**config.mk**
```make
export PLATFORM = sky130hd
export DESIGN_NAME = issue_port_contention
export DESIGN_NICKNAME = d
export VERILOG_FILES = /design/src/sv/ipc_pkg.sv /design/src/sv/ipc_port_check.sv /design/src/sv/issue_port_contention.sv
export SDC_FILE = /design/constraint.sdc
export NUM_CORES = 1
export LEC_CHECK = 0
export BUFFER_PORTS_ARGS = -buffer_cell sky130_fd_sc_hd__buf_2
export CAP_MARGIN = 20
export CORE_ASPECT_RATIO = 0.5
export CORE_MARGIN = 3
export CORE_UTILIZATION = 40
export DETAILED_ROUTE_END_ITERATION = 6
export GPL_TIMING_DRIVEN = 0
export PLACE_DENSITY = 0.56
export SYNTH_ARGS = -nofsm -noshare
export SYNTH_HDL_FRONTEND = slang
export SYNTH_SLANG_ARGS = --single-unit
```
**constraint.sdc**
```tcl
create_clock -name clk -period 3.4 [get_ports clk]
set_clock_uncertainty 0.05 [all_clocks]
set_input_delay 0.34 -clock clk [delete_from_list [all_inputs] [get_ports clk]]
set_output_delay 0.34 -clock clk [all_outputs]
set_load 0.01 [all_outputs]
```
**src/sv/ipc_pkg.sv**
```systemverilog
// Package for the issue-port contention checker.
// Holds the operation and port-class codes, the group limits and the counter struct.
// No dependencies.
`default_nettype none

package ipc_pkg;

    localparam logic [1:0] OP_START  = 2'd0;
    localparam logic [1:0] OP_TRY    = 2'd1;
    localparam logic [1:0] OP_COMMIT = 2'd2;

    localparam logic [3:0] CLS_P0    = 4'd0;
    localparam logic [3:0] CLS_P1    = 4'd1;
    localparam logic [3:0] CLS_P5    = 4'd2;
    localparam logic [3:0] CLS_P6    = 4'd3;
    localparam logic [3:0] CLS_P0156 = 4'd4;
    localparam logic [3:0] CLS_P015  = 4'd5;
    localparam logic [3:0] CLS_P01   = 4'd6;
    localparam logic [3:0] CLS_P23   = 4'd7;
    localparam logic [3:0] CLS_P4879 = 4'd8;

    localparam logic [2:0] LIM_0156  = 3'd4;
    localparam logic [1:0] LIM_015   = 2'd3;
    localparam logic [1:0] LIM_01    = 2'd2;
    localparam logic [1:0] LIM_LOAD  = 2'd2;
    localparam logic [1:0] LIM_STORE = 2'd2;

    typedef struct packed {
        logic [3:0] taken;
        logic [2:0] any0156;
        logic [1:0] any015;
        logic [1:0] any01;
        logic [1:0] load;
        logic [1:0] store;
    } port_cnt_t;

endpackage

`default_nettype wire

```
**src/sv/ipc_port_check.sv**
```systemverilog
// Port-group check for one try-issue item: decides the grant and the bumped counters.
// Purely combinational; depends on ipc_pkg.
`default_nettype none

module ipc_port_check
    import ipc_pkg::*;
(
    input  wire logic [3:0] port_class,
    input  wire port_cnt_t  cnt,
    output logic            grant,
    output port_cnt_t       cnt_next
);

    logic [1:0] port_sel;
    logic       uses_015;
    logic       uses_01;

    assign port_sel = port_class[1:0];
    assign uses_015 = (port_class != CLS_P6);
    assign uses_01  = (port_class != CLS_P5) && (port_class != CLS_P6);

    always_comb
    begin
        cnt_next = cnt;
        grant    = 1'b0;
        unique case (port_class) inside
            CLS_P0156:
            begin
                if (cnt.any0156 < LIM_0156)
                begin
                    grant            = 1'b1;
                    cnt_next.any0156 = cnt.any0156 + 3'd1;
                end
            end
            CLS_P015:
            begin
                if (cnt.any015 < LIM_015)
                begin
                    grant           = 1'b1;
                    cnt_next.any015 = cnt.any015 + 2'd1;
                end
            end
            CLS_P01:
            begin
                if (cnt.any01 < LIM_01)
                begin
                    grant          = 1'b1;
                    cnt_next.any01 = cnt.any01 + 2'd1;
                end
            end
            CLS_P23:
            begin
                if (cnt.load < LIM_LOAD)
                begin
                    grant         = 1'b1;
                    cnt_next.load = cnt.load + 2'd1;
                end
            end
            CLS_P4879:
            begin
                if (cnt.store < LIM_STORE)
                begin
                    grant          = 1'b1;
                    cnt_next.store = cnt.store + 2'd1;
                end
            end
            CLS_P0, CLS_P1, CLS_P5, CLS_P6:
            begin
                if (!cnt.taken[port_sel] && (cnt.any0156 < LIM_0156)
                    && (!uses_015 || (cnt.any015 < LIM_015))
                    && (!uses_01 || (cnt.any01 < LIM_01)))
                begin
                    grant                    = 1'b1;
                    cnt_next.taken[port_sel] = 1'b1;
                    cnt_next.any0156         = cnt.any0156 + 3'd1;
                    if (uses_015)
                    begin
                        cnt_next.any015 = cnt.any015 + 2'd1;
                    end
                    if (uses_01)
                    begin
                        cnt_next.any01 = cnt.any01 + 2'd1;
                    end
                end
            end
            default:
            begin
                grant = 1'b0;
            end
        endcase
    end

endmodule

`default_nettype wire

```
**src/sv/issue_port_contention.sv**
```systemverilog
// Issue-port contention checker for an out-of-order core.
// Use: items arrive on the req channel (req_valid/req_ready) with operation,
// time_now, port_class, alu_kind and alu_latency. A start-cycle item loads the
// cycle time and clears the port flags and group counters. A try-issue item
// checks the port groups and the ALU busy-until table. A commit item marks the
// ALU busy until the cycle time plus the latency.
// Each item gives exactly one result on the rsp channel (rsp_valid/rsp_ready)
// with issue_ok and no_more, the latter taken after the item's state update.
// The state is updated at the accepting edge and the result sits in the output
// register from the next cycle on.
// Throughput is one item per cycle while each result is taken at once;
// req_ready stays high while the output register is empty or being taken.
// If the receiver stalls, the result is held and further items are refused
// until it is taken. Reset clears the counters, flags, cycle time and the whole
// busy-until table, and empties the output register.
// Depends on ipc_pkg and ipc_port_check.
`default_nettype none

module issue_port_contention
    import ipc_pkg::*;
#(
    parameter int ALU_KINDS = 4
)
(
    input  wire logic        clk,
    input  wire logic        rst_n,
    input  wire logic        req_valid,
    output logic             req_ready,
    input  wire logic [1:0]  operation,
    input  wire logic [31:0] time_now,
    input  wire logic [3:0]  port_class,
    input  wire logic [1:0]  alu_kind,
    input  wire logic [7:0]  alu_latency,
    output logic             rsp_valid,
    input  wire logic        rsp_ready,
    output logic             issue_ok,
    output logic             no_more
);

    localparam int IDX_W = (ALU_KINDS > 1) ? $clog2(ALU_KINDS) : 1;

    port_cnt_t          cnt_reg;
    port_cnt_t          cnt_grant;
    port_cnt_t          cnt_after;
    logic [31:0]        cycle_time_reg;
    logic [31:0]        busy_until_reg [ALU_KINDS];
    logic               rsp_valid_reg;
    logic               issue_ok_reg;
    logic               no_more_reg;
    logic               accept;
    logic               grant;
    logic               alu_valid;
    logic [IDX_W-1:0]   alu_idx;
    logic               alu_busy;
    logic               issue_ok_next;
    logic               no_more_next;

    ipc_port_check u_port_check (
        .port_class (port_class),
        .cnt        (cnt_reg),
        .grant      (grant),
        .cnt_next   (cnt_grant)
    );

    assign accept    = req_valid && req_ready;
    assign req_ready = !rsp_valid_reg || rsp_ready;
    assign alu_valid = (alu_kind != 2'd0) && (32'(alu_kind) < 32'(ALU_KINDS));
    assign alu_idx   = IDX_W'(alu_kind);
    assign alu_busy  = alu_valid && (busy_until_reg[alu_idx] > cycle_time_reg);

    always_comb
    begin
        cnt_after     = cnt_reg;
        issue_ok_next = 1'b0;
        unique case (operation)
            OP_START:
            begin
                cnt_after = '0;
            end
            OP_TRY:
            begin
                cnt_after     = cnt_grant;
                issue_ok_next = grant && !alu_busy;
            end
            default:
            begin
                cnt_after = cnt_reg;
            end
        endcase
        no_more_next = (cnt_after.store >= LIM_STORE) && (cnt_after.load >= LIM_LOAD)
                       && (cnt_after.any0156 >= LIM_0156);
    end

    always_ff @(posedge clk or negedge rst_n)
    begin
        if (!rst_n)
        begin
            cnt_reg        <= '0;
            cycle_time_reg <= '0;
            rsp_valid_reg  <= 1'b0;
            for (int i = 0; i < ALU_KINDS; i++)
            begin
                busy_until_reg[i] <= '0;
            end
        end
        else
        begin
            if (accept)
            begin
                cnt_reg       <= cnt_after;
                rsp_valid_reg <= 1'b1;
                if (operation == OP_START)
                begin
                    cycle_time_reg <= time_now;
                end
                if ((operation == OP_COMMIT) && alu_valid)
                begin
                    busy_until_reg[alu_idx] <= cycle_time_reg + 32'(alu_latency);
                end
            end
            else if (rsp_ready)
            begin
                rsp_valid_reg <= 1'b0;
            end
        end
    end

    always_ff @(posedge clk)
    begin
        if (accept)
        begin
            issue_ok_reg <= issue_ok_next;
            no_more_reg  <= no_more_next;
        end
    end

    assign rsp_valid = rsp_valid_reg;
    assign issue_ok  = issue_ok_reg;
    assign no_more   = no_more_reg;

endmodule

`default_nettype wire
```
==> impl_summary.md <==
Status
The run finished with clean final reports.

Clocking
Clock-pin slew was measured on the worst setup and hold paths at ~0.070 ns. TritonCTS built the clock tree. Clock tree synthesis found a total of roughly 180 sinks. Post-CTS timing repair inserted 0 buffers for setup. The longest clock path from root to sink contains 2 buffers.

The H-tree generated during clock tree synthesis spans 4 levels. The later pin in the worst-skew pair is clocked with a latency of ~0.44 ns. Counting the buffers created by CTS gives 17.

The tree is rooted in a clkbuf_16.

Setup path
At the worst endpoint, the arrival time is roughly 3.4 ns. The worst setup path is of the input port to flip-flop kind. The critical-path cell with the highest stage delay is clkbuf_1.

The data required time at the worst endpoint is approximately 3.7 ns. Walking the worst path, the cells encountered are clkbuf_1, clkbuf_2, mux4_2, ha_1, a21o_1, nand3_1, a21oi_1, a2111oi_0, o21ai_0, o21ai_1, and3_1. STA classifies the critical path startpoint as an input port.

Of all nets on the critical path, the largest fanout is 10. STA classifies the critical path endpoint as a flip-flop. The stage delay of the slowest cell on the critical path is ~0.43 ns.

Hold path
The class of the most critical hold timing path is input port to flip-flop.

Layout
The library cells used most frequently in the layout, excluding fill and tap cells, are dfrtp_1, nand2_1, o21ai_0. The growth of design area from synthesis to finish is 14.38%. The layout has between 2,000 and 2,500 filler cells. Leaving out fill and tap cells, the most frequent cell in the layout is dfrtp_1.

The flip-flop count of the largest register, all copies and words added is roughly 130. The fraction of final layout cells sized beyond drive strength 1 is 16.56%. The antenna diode count is 0. The count of cells in the finished layout, fillers not included, comes to 1,260. The net count reported at finish is 1,045. Summing all non-filler instances in the final layout gives an area of ~10,000 um^2. The fraction of the core area covered by cells at the end of the flow is a little under half.

Floorplan
The area of the die is around 24,000 um^2. The top-level I/O count is 56. The core area is 21,820 um^2. The height of the die is 111.8 um. The die extent in x is about 220 um. For this configuration, the core starts out at a cell density of about two fifths. After floorplanning, the core was divided into 38 placement rows.

STA
The smallest clock period supported by the final layout is computed as ~3.1 ns. The number of setup violations in the final report is 0. The final clock period utilization by the worst path is between 90% and 100%.

The pin slew with the least headroom to its limit is 0.8776 ns. The count of pins over their slew limit is 0. The number of hold violations in the final report is 0. The highest clock rate is ~320 MHz. On the final layout, the worst hold slack is between 0.05 and 0.06 ns. Setup repair after global routing left no endpoint under its margin.

The worst relative slew slack is about two fifths.

Pwr
Across the VDD grid, the largest voltage drop is between 0.0003 and 0.0004 V. The internal power consumption is 4.371 mW. The leakage power is ~4.6 nW. Dividing total power by cell area gives a power density of roughly 620 nW/um^2. Of the total power, the share spent switching nets is between 30% and 40%.

The clock network burns a little under a third of the power. Summed over all nets, the switching power comes to about 2 mW. Combinational logic burns between 20 and 25% of the power. The register share of total power is a little under half.

Yosys
The most instantiated flip-flop cell in the synthesis netlist is dfrtp_1. The distinct cell type count of the synthesized netlist is 59. Synthesis produced a netlist with a net count of approximately 970. The per-instance average area after synthesis is 10.26 um^2.

The gate count of the mapped netlist is 873. The synthesized flop and latch total is 178. The share of the Yosys chip area taken by registers is ~50%.

The cell area after synthesis is a little under 9000 um^2. The number of warning messages in the yosys log is 0. In this run, synthesis inferred 2 flip-flops with an integrated enable.

The async set-reset flop share out of synthesis is between 90% and 100%.

Routing
The number of iterations in the first detailed-routing pass is 5. The aggregate routed wire length is 21.94 mm. Summing over every cut layer, the via total after detailed routing is about 6,600. The mean number of vias per cell is approximately 5.2. After detailed routing, the average wire length per cell comes to around 17 um. The count of nets left with antenna violations once routing finished came out at 0. For this block, the initial DRC count from the detailed router was slightly above 500. In the routed design, unresolved DRC markers number 0.

Placed design
The instance count after placement with tap cells included is between 1,000 and 1,500. The HPWL after detailed placement is 15.70 mm. The number of port buffers is 52. The placer congestion estimate is between 0.8 and 0.9.

The post-detailed-placement cell area is 9635 um^2.

GRT
Global routing used about a fifth of the available tracks across all layers. The number of global-route vias before repair came to roughly 7,000. Entering global routing, the biggest net connects ~90 pins. Summed over all layers, the global routing overflow is 0.

The number of antenna violations at the first check in global routing was 0. The first global-routing pass estimated roughly 36 mm of wire.

Run
Max-cap violations in this run came to 0.
==> timing repair <==
action                                  in CTS  in global routing
cloned                                       0                  0
gates resized for setup                      7                 12
hold buffers                                 1                  0
endpoints found under the setup margin       1                  1
endpoints found under the hold margin       85                  0
==> power groups by stage <==
| stage | Clock, mW | Sequential, mW | Combinational (mW) |
|---|---|---|---|
| 2_1_floorplan | 0 | 2.81 | 1.13 |
| 3_3_place_gp | 0 | 2.87 | 1.49 |
| 3_5_place_dp | 0 | 2.89 | 1.53 |
| 4_1_cts | 1.99 | 2.85 | 1.54 |
| 5_1_grt | 2.09 | 2.91 | 1.77 |
| 6_report | 1.95 | 2.86 | 1.53 |
==> per-stage QoR <==
stage	total power, mW	setup slack (ns)	setup TNS [ns]
floorplan	3.942	0.2551	0
global placement	4.357	-0.9231	-161.02
detailed placement	4.424	-0.8491	-0.8491
CTS	6.387	0.07236	0
global route	6.773	0.1871	0
finish	6.340	0.3034	0
==> critical path, delay by kind of cell <==
| kind | cells | cell delay (ns) |
|---|---|---|
| simple gates | 2 | 0.29 |
| compound gates | 5 | 1.17 |
| mux | 1 | 0.38 |
| fa+ha+maj | 1 | 0.31 |
| buf+inv | 2 | 0.86 |
==> final cells by class <==
cell class | count | area, um^2 | share of cell area, %
Inverter | 48 | 180.2 | 1.759
Clock buffer | 22 | 484.2 | 4.728
Multi-Input combinational cell | 574 | 4015 | 39.20
Buffer | 73 | 310.3 | 3.030
Sequential cell | 178 | 4464 | 43.59
Timing Repair Buffer | 55 | 315.3 | 3.078
Tap cell | 300 | 375.4 | 3.665
Clock inverter | 10 | 97.59 | 0.9528
==> per-layer routing <==
metal,up-vias,share of wire [%],track usage (%)
li1,3156,-,-
met1,3306,50,27.30
met2,116,45,30.19
met3,20,3.6,4.118
met4,0,1.2,5.035
met5,-,0,0
==> cells by family after synthesis <==
| group | count (synthesis) | synth area share [%] |
|---|---|---|
| buffers and inverters | 121 | 5.309 |
| AO/OA/AOI/OAI | 192 | 12.04 |
| multiplexers | 48 | 10.17 |
| flip-flops | 178 | 49.85 |
| adder cells (fa/ha/maj) | 46 | 6.511 |
| XOR/XNOR | 30 | 2.934 |
| AND/OR/NAND/NOR | 258 | 13.18 |
==> final timing paths <==
check                      slack (ns)  depth (start not counted)                start             endpoint
max                              0.30                         11          alu_kind[1]             issue_ok
min                              0.05                          3         time_now[14]   cycle_time_reg[14]
max reg2reg                      0.35                          9    cycle_time_reg[3]   busy_until_reg[29]
min reg2reg                      0.41                          1  busy_until_reg[114]  busy_until_reg[114]
max in group asynchronous        1.96                          3                rst_n    busy_until_reg[5]
min in group asynchronous        0.44                          2                rst_n          cnt_reg[12]
==> Yosys cell counts, drive strengths merged, types with 2 or more instances <==
| cell | n | area (um^2) |
|---|---|---|
| a211oi | 2 | 15.01 |
| or2 | 4 | 25.02 |
| clkbuf | 61 | 229.0 |
| ha | 45 | 563.0 |
| and2 | 2 | 12.51 |
| a2111oi | 2 | 17.52 |
| or3 | 2 | 13.77 |
| o21a | 3 | 22.52 |
| nand4 | 8 | 65.06 |
| buf | 12 | 66.31 |
| a221oi | 2 | 23.77 |
| nand3 | 17 | 90.09 |
| xor2 | 2 | 17.52 |
| mux2 | 14 | 157.7 |
| mux4 | 33 | 743.2 |
| a21o | 6 | 45.04 |
| nor3 | 16 | 95.09 |
| and3 | 2 | 12.51 |
| nor2b | 7 | 43.79 |
| nand2b | 6 | 37.54 |
| o22ai | 4 | 25.02 |
| nand3b | 2 | 15.01 |
| xnor2 | 28 | 245.2 |
| o21ai | 125 | 625.6 |
| nor4 | 5 | 46.29 |
| a31oi | 8 | 50.05 |
| inv | 48 | 180.2 |
| nor2 | 33 | 126.4 |
| edfxtp | 2 | 60.06 |
| dfrtp | 176 | 4404 |
| a21oi | 26 | 130.1 |
| o31ai | 2 | 15.01 |
| nand2 | 150 | 563.0 |
| o211ai | 4 | 30.03 |
Note: power is estimated with default switching activity, not from simulation.
